$ cat src/rau_pkg.sv
// ----------------------------------------------------------------------------
// rau_pkg
// Shared types and codes of the rational arithmetic unit.
// ----------------------------------------------------------------------------
`default_nettype none
package rau_pkg;

  typedef enum logic [2:0] {
    CMD_ADD    = 3'd0,
    CMD_SUB    = 3'd1,
    CMD_MUL    = 3'd2,
    CMD_DIV    = 3'd3,
    CMD_GT     = 3'd4,
    CMD_GE     = 3'd5,
    CMD_EQ     = 3'd6,
    CMD_REDUCE = 3'd7
  } cmd_t;

  typedef enum logic [1:0] {
    STAT_OK   = 2'd0,
    STAT_ZDEN = 2'd1,
    STAT_OVF  = 2'd2
  } status_t;

  // classified word waiting between front and back
  typedef struct packed {
    cmd_t        cmd;
    logic        err;
    logic        sa;
    logic        sb;
    logic        b_nz;
    logic [31:0] am;
    logic [31:0] adm;
    logic [31:0] bm;
    logic [31:0] bdm;
  } entry_t;

  // queue head handshake toward the back end
  typedef struct packed {
    logic   valid;
    entry_t data;
  } q_head_t;

  typedef enum logic [2:0] {
    ST_IDLE,
    ST_MUL,
    ST_COMB,
    ST_GCD,
    ST_DIV,
    ST_FIN
  } state_t;

endpackage
`default_nettype wire

$ cat src/rau_if.sv
// ----------------------------------------------------------------------------
// rau_in_if / rau_out_if
// Valid/ready channels carrying operand and result words.
// ----------------------------------------------------------------------------
`default_nettype none
interface rau_in_if;
  logic               valid;
  logic               ready;
  logic [2:0]         cmd;
  logic signed [31:0] a_num;
  logic signed [31:0] a_den;
  logic signed [31:0] b_num;
  logic signed [31:0] b_den;
  modport source (output valid, cmd, a_num, a_den, b_num, b_den, input ready);
  modport sink   (input valid, cmd, a_num, a_den, b_num, b_den, output ready);
endinterface

`default_nettype wire

$ cat src/rau_front.sv
// ----------------------------------------------------------------------------
// rau_front
// Takes operand words, forms magnitudes and signs, flags zero denominators
// and zero divisors and holds the classified words in a two-entry queue.
// ----------------------------------------------------------------------------
`default_nettype none
module rau_front (
  input  wire              clk,
  input  wire              rst_n,
  rau_in_if.sink           in_ch,
  output rau_pkg::q_head_t head,
  input  wire              pop
);
  import rau_pkg::*;

  entry_t     q_r [2];
  logic       wp_r, rp_r;
  logic [1:0] cnt_r;
  entry_t     ent;
  logic       push;

  function automatic logic [31:0] mag(input logic [31:0] v);
    mag = v[31] ? (~v + 32'd1) : v;
  endfunction

  // classify incoming word
  always_comb begin
    ent.cmd  = cmd_t'(in_ch.cmd);
    ent.am   = mag(in_ch.a_num);
    ent.adm  = mag(in_ch.a_den);
    ent.bm   = mag(in_ch.b_num);
    ent.bdm  = mag(in_ch.b_den);
    ent.b_nz = (ent.bm != 32'd0);
    ent.sa   = (in_ch.a_num[31] != in_ch.a_den[31]) && (ent.am != 32'd0);
    ent.sb   = (in_ch.b_num[31] != in_ch.b_den[31]) && ent.b_nz;
    ent.err  = (ent.adm == 32'd0)
            || ((ent.cmd != CMD_REDUCE) && (ent.bdm == 32'd0))
            || ((ent.cmd == CMD_DIV) && !ent.b_nz);
  end

  assign in_ch.ready = (cnt_r != 2'd2);
  assign push        = in_ch.valid && in_ch.ready;
  assign head.valid  = (cnt_r != 2'd0);
  assign head.data   = q_r[rp_r];

  // queue storage
  always_ff @(posedge clk) begin
    if (push) begin
      q_r[wp_r] <= ent;
    end
  end

  // queue pointers
  always_ff @(posedge clk) begin
    if (!rst_n) begin
      wp_r  <= 1'b0;
      rp_r  <= 1'b0;
      cnt_r <= 2'd0;
    end else begin
      if (push) wp_r <= ~wp_r;
      if (pop)  rp_r <= ~rp_r;
      cnt_r <= cnt_r + {1'b0, push} - {1'b0, pop};
    end
  end
endmodule
`default_nettype wire

$ cat src/flat_wrapper.sv
// flat-port wrapper written by rule: the top's interface ports become plain ports
module rau_front_flat import rau_pkg::*;
  (clk, rst_n, head, pop, in_ch_valid, in_ch_cmd, in_ch_a_num, in_ch_a_den, in_ch_b_num, in_ch_b_den, in_ch_ready);
  rau_in_if in_ch_i ();
  input  wire clk;
  input  wire rst_n;
  output rau_pkg::q_head_t head;
  input  wire pop;
  input wire logic [$bits(in_ch_i.valid)-1:0] in_ch_valid;
  input wire logic [$bits(in_ch_i.cmd)-1:0] in_ch_cmd;
  input wire logic [$bits(in_ch_i.a_num)-1:0] in_ch_a_num;
  input wire logic [$bits(in_ch_i.a_den)-1:0] in_ch_a_den;
  input wire logic [$bits(in_ch_i.b_num)-1:0] in_ch_b_num;
  input wire logic [$bits(in_ch_i.b_den)-1:0] in_ch_b_den;
  output wire logic [$bits(in_ch_i.ready)-1:0] in_ch_ready;
  assign in_ch_i.valid = in_ch_valid;
  assign in_ch_i.cmd = in_ch_cmd;
  assign in_ch_i.a_num = in_ch_a_num;
  assign in_ch_i.a_den = in_ch_a_den;
  assign in_ch_i.b_num = in_ch_b_num;
  assign in_ch_i.b_den = in_ch_b_den;
  assign in_ch_ready = in_ch_i.ready;
  rau_front u_core (.clk(clk), .rst_n(rst_n), .in_ch(in_ch_i), .head(head), .pop(pop));
endmodule
$ cat config.mk
export PLATFORM = sky130hd
export DESIGN_NAME = rau_front_flat
export DESIGN_NICKNAME = d
export VERILOG_FILES = /design/src/rau_pkg.sv /design/src/rau_if.sv /design/src/rau_front.sv /design/src/flat_wrapper.sv
export SDC_FILE = /design/constraint.sdc
export NUM_CORES = 1
export LEC_CHECK = 0
export BUFFER_PORTS_ARGS = -buffer_cell sky130_fd_sc_hd__clkbuf_2
export CELL_PAD_IN_SITES_DETAIL_PLACEMENT = 0
export CELL_PAD_IN_SITES_GLOBAL_PLACEMENT = 1
export CORE_MARGIN = 10
export CORE_UTILIZATION = 48
export DETAILED_ROUTE_END_ITERATION = 8
export PLACE_DENSITY_LB_ADDON = 0.1
export SYNTH_ARGS = -nofsm -noshare
export SYNTH_HDL_FRONTEND = slang
export SYNTH_SLANG_ARGS = --single-unit
$ cat constraint.sdc
create_clock -name clk -period 11.75 [get_ports clk]
set_input_delay 0.5875 -clock clk [delete_from_list [all_inputs] [get_ports clk]]
set_output_delay 0.5875 -clock clk [all_outputs]
set_load 0.03 [all_outputs]
-- Yosys cells after proc, flatten, opt, wreduce, memory -nomap -nowiden
Memories as Yosys holds them, arrays and structs flattened. A register that Yosys moved wholly into a read port is not among the register bits.
Cells that the tools add are included.
- $add $sub $neg: 6
- equal/unequal tests: 5
- multiplexer cells: 8
- bitwise operators: 6
- reduce and logical (&&, ||, !) cells: 13
- operators by type and width (kind ; number):
    adder 32 x 1 -> 32 bit (second input constant) ; 4
    2-to-1 mux 32 bit ; 4
    NOT 32 bit ; 4
    logical NOT 32 bit ; 2
    nonzero test 32 bit ; 2
    logical AND 1 bit ; 5
    2-to-1 mux 1 bit ; 4
    == test 3 x 2 -> 1 bit (second input constant) ; 1
    != test 3 bit (second input constant) ; 1
    adder 2 x 1 -> 2 bit ; 1
    logical OR 1 bit ; 2
    != test 1 bit ; 2
    != test 2 bit (second input constant) ; 1
    NOT 1 bit ; 2
    nonzero test 2 bit ; 1
    subtractor 2 x 1 -> 2 bit ; 1
    logical NOT 1 bit ; 1
- bits in registers: 4
- RAM bits: 270
- output and inout port bits: 137
- logic and storage cells: 42
- memories: 1
- memories (memory ; words ; width ; rd ports ; clocked after memory_dff ; wr ports ; line ; RTL):
    u_core.q_r ; 2 ; 135 ; 1 ; 1 ; 1 ; rau_front.sv:16 ; entry_t q_r [2];

-- Longest topological paths before layout
- word-level depth: 7
- mapped depth: 11
- gate-level depth less buffers: 10

-- Least setup slack after synthesis
No wires, ideal clock.
- path kind: register to register
- start: register u_core.cnt_r[0]
- end: memory u_core.q_r[0][0] in the netlist's numbering, enable pin
- data arrival time: 6374 ps
- path slack: 4744 ps
- stages on the path, launching flop included: 5
- path buffers: 0
- path through: dfxtp_1 > inv_1 > nand2_1 > nand2_1 > nor2_1
- word-level cells in the longest chain between the ends: 4
- ends and longest elaborated chain (what ; line ; RTL):
    start: declaration ; rau_front.sv:18 ; logic [1:0] cnt_r;
    start signal: assignment ; rau_front.sv:62 ; cnt_r <= cnt_r + {1'b0, push} - {1'b0, pop};
    != test 2 bit ; rau_front.sv:41 ; assign in_ch.ready = (cnt_r != 2'd2);
    named net in_ch_ready ; flat_wrapper.sv:15 ; output wire logic [$bits(in_ch_i.ready)-1:0] in_ch_ready;
    logical AND 1 bit ; rau_front.sv:42 ; assign push = in_ch.valid && in_ch.ready;
    2-to-1 mux 1 bit ; rau_front.sv:48 ; if (push) begin
    2-to-1 mux 1 bit (not written as such) ; rau_front.sv:49 ; q_r[wp_r] <= ent;
    end: declaration ; rau_front.sv:16 ;
The timed path passes the listed nets, and every way through them passes these cells.

==> results.txt <==
- At the later pin of the worst-skew pair, clock insertion delay measures between 0.5 and 0.6 ns.
- After clock tree synthesis, the clock-pin slew on the worst setup and hold paths is ~0.06 ns.
* Core Region: around 28,000 um^2
- Cells traversed along the worst timing path: clkbuf_2 -> inv_1 -> ha_1 -> nor4b_1 -> nand2_1 -> nor4_1 -> or4b_2 -> nand3_1 -> o41a_1 -> nand4_1 -> o311ai_1
- The repair_antennas step left the layout with diodes totalling 0.
- For this run, the leading register cell type out of synthesis is edfxtp_1.
- Fin. Hold Viols: 0
- Entering global routing, the biggest net connects 71 pins.
- XOR/XNOR share of the synthesized area: under 10%
- The worst setup path is launched from an input pin.
* GPL Wtd Cong: ~0.84
* FILL cells: between 2,000 and 2,500
- Number of I/O pins: between 200 and 300
* Fraction of the mapped netlist area in compound gates: 7.32%
- Net switching is between 20 and 30% of the power.
* Most common library cell in the layout ignoring fill and taps: clkbuf_2
- Share of synthesized area spent on multiplexers: between 10% and 20%
- Mapped Nets: 1,138
* Layout-stage area growth over the synthesis result: 19.1%
* Share of flip-flops with an asynchronous set or reset after synthesis: 0%
- Share of post-route cells with drive strength above 1: about 37%
- Drt first-iter violations: about 520
* Combinational fraction of design power: 24.3%
- Clock root buffer master: clkbuf_16
* Number of remaining DRC errors: 0
- Post-route minimum period: roughly 3.4 ns
* Post-CTS Hold Fix Bufs: 0
- Across every metal layer, demand over resource in global routing totals a little under a fifth.
* ANT nets after route: 0
- IR analysis of the VDD net gives a maximum drop of 118 uV.
- STA puts the critical path data arrival time at ~3.8 ns.
- Internal power comes to slightly above 2000 uW.
- Setup Slack @ Placement: 7.82 ns
- Run status: completed
- Post-synthesis share of cell area spent on and, or, nand and nor gates: approximately a tenth
- The top cell types in the final layout, fill and taps aside, are 271 x clkbuf_2, 270 x edfxtp_1, 136 x mux2_2, 115 x xnor2_1, 52 x nand2_1.
- For this run, the detailed router's first-pass iteration total came to 7.
* NumNets Final: roughly 1,400
* HPWL after detailed placement: 23,700 um
* Cells after synthesis: about 1,000
* Worst Clk Skew: a little over 0.008 ns
* Area of the mapped netlist: approximately 14,000 um^2
- In this run, post-CTS repair resized a total of 0 instances.
- Yosys synthesis warning count: 0
- Clock power share: between 30% and 40%
- Across all setup checks in the final design, the least slack found is approximately 8.3 ns.
- The final critical path takes up roughly 30% of the cycle.
- The min-delay analysis places its worst path in the category input pin to flop.
* Arithmetic-cell share of the synthesized area counting full adders, half adders and majority gates: less than 1%
- For this run, the slowest stage of the critical path takes 0.63 ns.
* Relative slew slack: roughly a third
* Number of buffers created by CTS: 29
* Achievable Freq: approximately 290 MHz
- For this design, the sink count on the clock tree is around 280.
- Synth Register Bits: approximately 280
- Required time of the critical path: 12.06 ns
* Sequential share of power: roughly 45%
- Initial core utilization: about 49%
* Maximum fanout along the worst path: 15
- After floorplanning, the core was divided into a little over 60 placement rows.
- Counting flops with a built-in enable in the synthesized netlist gives 270.
- The worst setup path is captured at a flop.
- In this run the power density over the cells is 179 nW/um^2.
* Port Buf Inserts: ~270
- For the pin with the worst max-slew slack, the measured transition is slightly above 1 ns.
- In this run the static leakage power is about 0.0056 uW.
* Area of the multi-input gates: 5060 um^2
- The share of the Yosys chip area taken by registers is 60.6%.
- Vertical extent of the die: approximately 190 um
- The final layout contains routed wiring with a total length of about 33,000 um.
* First-pass GRT wire length: slightly above 50,000 um
- In this run the number of H-tree levels came out at 1.
- Setup repair after global routing left no endpoint under its margin.
* CTS tree: done
- Worst hold slack: 0.291 ns
- The number of setup buffers added after CTS is 0.
- Wire length per cell: 20.1 um
- Register cell area after layout: around 8000 um^2
- Remaining Overflow, GRT: 0
* Crit Path Category: input pin to flop
- Number of max-slew violations in the final report: 0
- Final setup violation count: 0
- Max-cap violations in this run came to 0.
- The via count of the first global-routing pass came to 9,240.
* Setup TNS: 0 ns
* Max Root-Sink Buffers: 3
* Slowest cell on the critical path: or4b_2
- Via density per instance: about 5.4
* Initial antenna violation count: 1
- Synth Area per Inst: around 14 um^2
* NetSw: 866 uW
- Total Die Area: roughly 35,000 um^2
- The die is approximately 190 um wide.
- For this block, the via count after detailed routing is between 8,000 and 9,000.
- By area, the combinational part of the netlist is dominated by multiplexers.
- Distinct cell type count of the synthesized netlist: 58
==> power groups by stage <==
stage               combinational, uW  sequential (uW)  clock (uW)
finish                            703             1300         889
CTS                               719             1300         914
global route                      759             1320         953
detailed placement                716             1320           0
floorplan                         488             1330           0
global placement                  714             1310           0
==> metal layers <==
layer / up-vias / share of wire, % / track usage, %
met5: - / 0.054 / 0
met2: 270 / 48 / 29.8
met4: 2 / 1.4 / 3.54
li1: 4348 / - / -
met1: 4313 / 44 / 23.5
met3: 34 / 6.8 / 4.64
==> layout make-up <==
| cell class | instances | area share [%] |
|---|---|---|
| Clock buffer | 39 | 4.73 |
| Tap cell | 378 | 2.93 |
| Timing Repair Buffer | 276 | 8.64 |
| Sequential cell | 275 | 50.9 |
| Inverter | 20 | 0.465 |
| Clock inverter | 14 | 1.01 |
| Multi-Input combinational cell | 646 | 31.3 |
==> flip-flops by register name, summed over array words and instances (netlist names), named ones only <==
name,count
u_core.q_r,270
u_core.cnt_r,2
u_core.rp_r,1
u_core.wp_r,1
==> cells in the mapped netlist, types with 3 or more instances <==
master     count  area, um^2
nor2_1        28         105
a21oi_1        5        25.0
dfxtp_1        5         100
inv_1         20        75.1
nand3_1       10        50.1
o21ai_0       46         230
nor4_1        19         119
and2_1         9        56.3
a32oi_1        3        26.3
buf_1          3        11.3
nand2_1       52         195
or3_1         31         194
or2_2          6        37.5
o41ai_1       22         193
nor3_1        22         110
o21a_1         3        22.5
edfxtp_1     270        8110
or4_4          3        33.8
and4_1         3        26.3
nor4b_1        3        26.3
a211oi_1       3        22.5
o31ai_1       35         263
xnor2_1      115        1010
nand2b_1      12        75.1
nor2b_1        3        18.8
ha_1           8         100
mux2_2       136        1530
clkbuf_1      47         176
xor2_1         5        43.8
nand4b_1       3        26.3
or4_1         21         158
nand4_1        6        37.5
a2111oi_0      3        26.3
==> worst max-delay path: cells and delay by family <==
kind                       cells  cell delay, ns
and+or+nand+nor                6            2.50
AOI/OAI and AO/OA              2            0.31
buffers and inverters          2            0.20
adders and majority gates      1            0.17
==> path summary, 6_finish.rpt <==
kind,endpoint,cells past startpoint,slack [ns],startpoint
worst min register to register,flop,2,0.57,u_core.rp_r$_SDFFE_PN0P_
worst max register to register,u_core.q_r[0][109]$_DFFE_PP_,6,8.98,u_core.cnt_r[0]$_SDFF_PN0_
worst max-delay path,u_core.q_r[1][131]$_DFFE_PP_,11,8.30,in_ch_b_num[0]
worst min-delay path,u_core.q_r[0][134]$_DFFE_PP_,1,0.29,in_ch_cmd[2]
==> cell families after synthesis <==
family,count (synthesis)
XOR/XNOR,120
adder cells (fa/ha/maj),8
AND/OR/NAND/NOR,240
flip-flops,275
AO/OA/AOI/OAI,140
buffers and inverters,74
multiplexers,138
==> through the flow <==
step | instance area [um^2] | std cells | utilization (%) | power, uW
6_report | 16100 | 1648 | 58.1 | 2890
5_1_grt | 16100 | 1648 | 58.1 | 3030
4_1_cts | 16100 | 1648 | 58.1 | 2930
3_5_place_dp | 15200 | 1595 | 54.7 | 2040
3_3_place_gp | 15200 | 1595 | 54.7 | 2030
2_1_floorplan | 13500 | 995 | - | 1820
(Power assumes the default switching activity.)
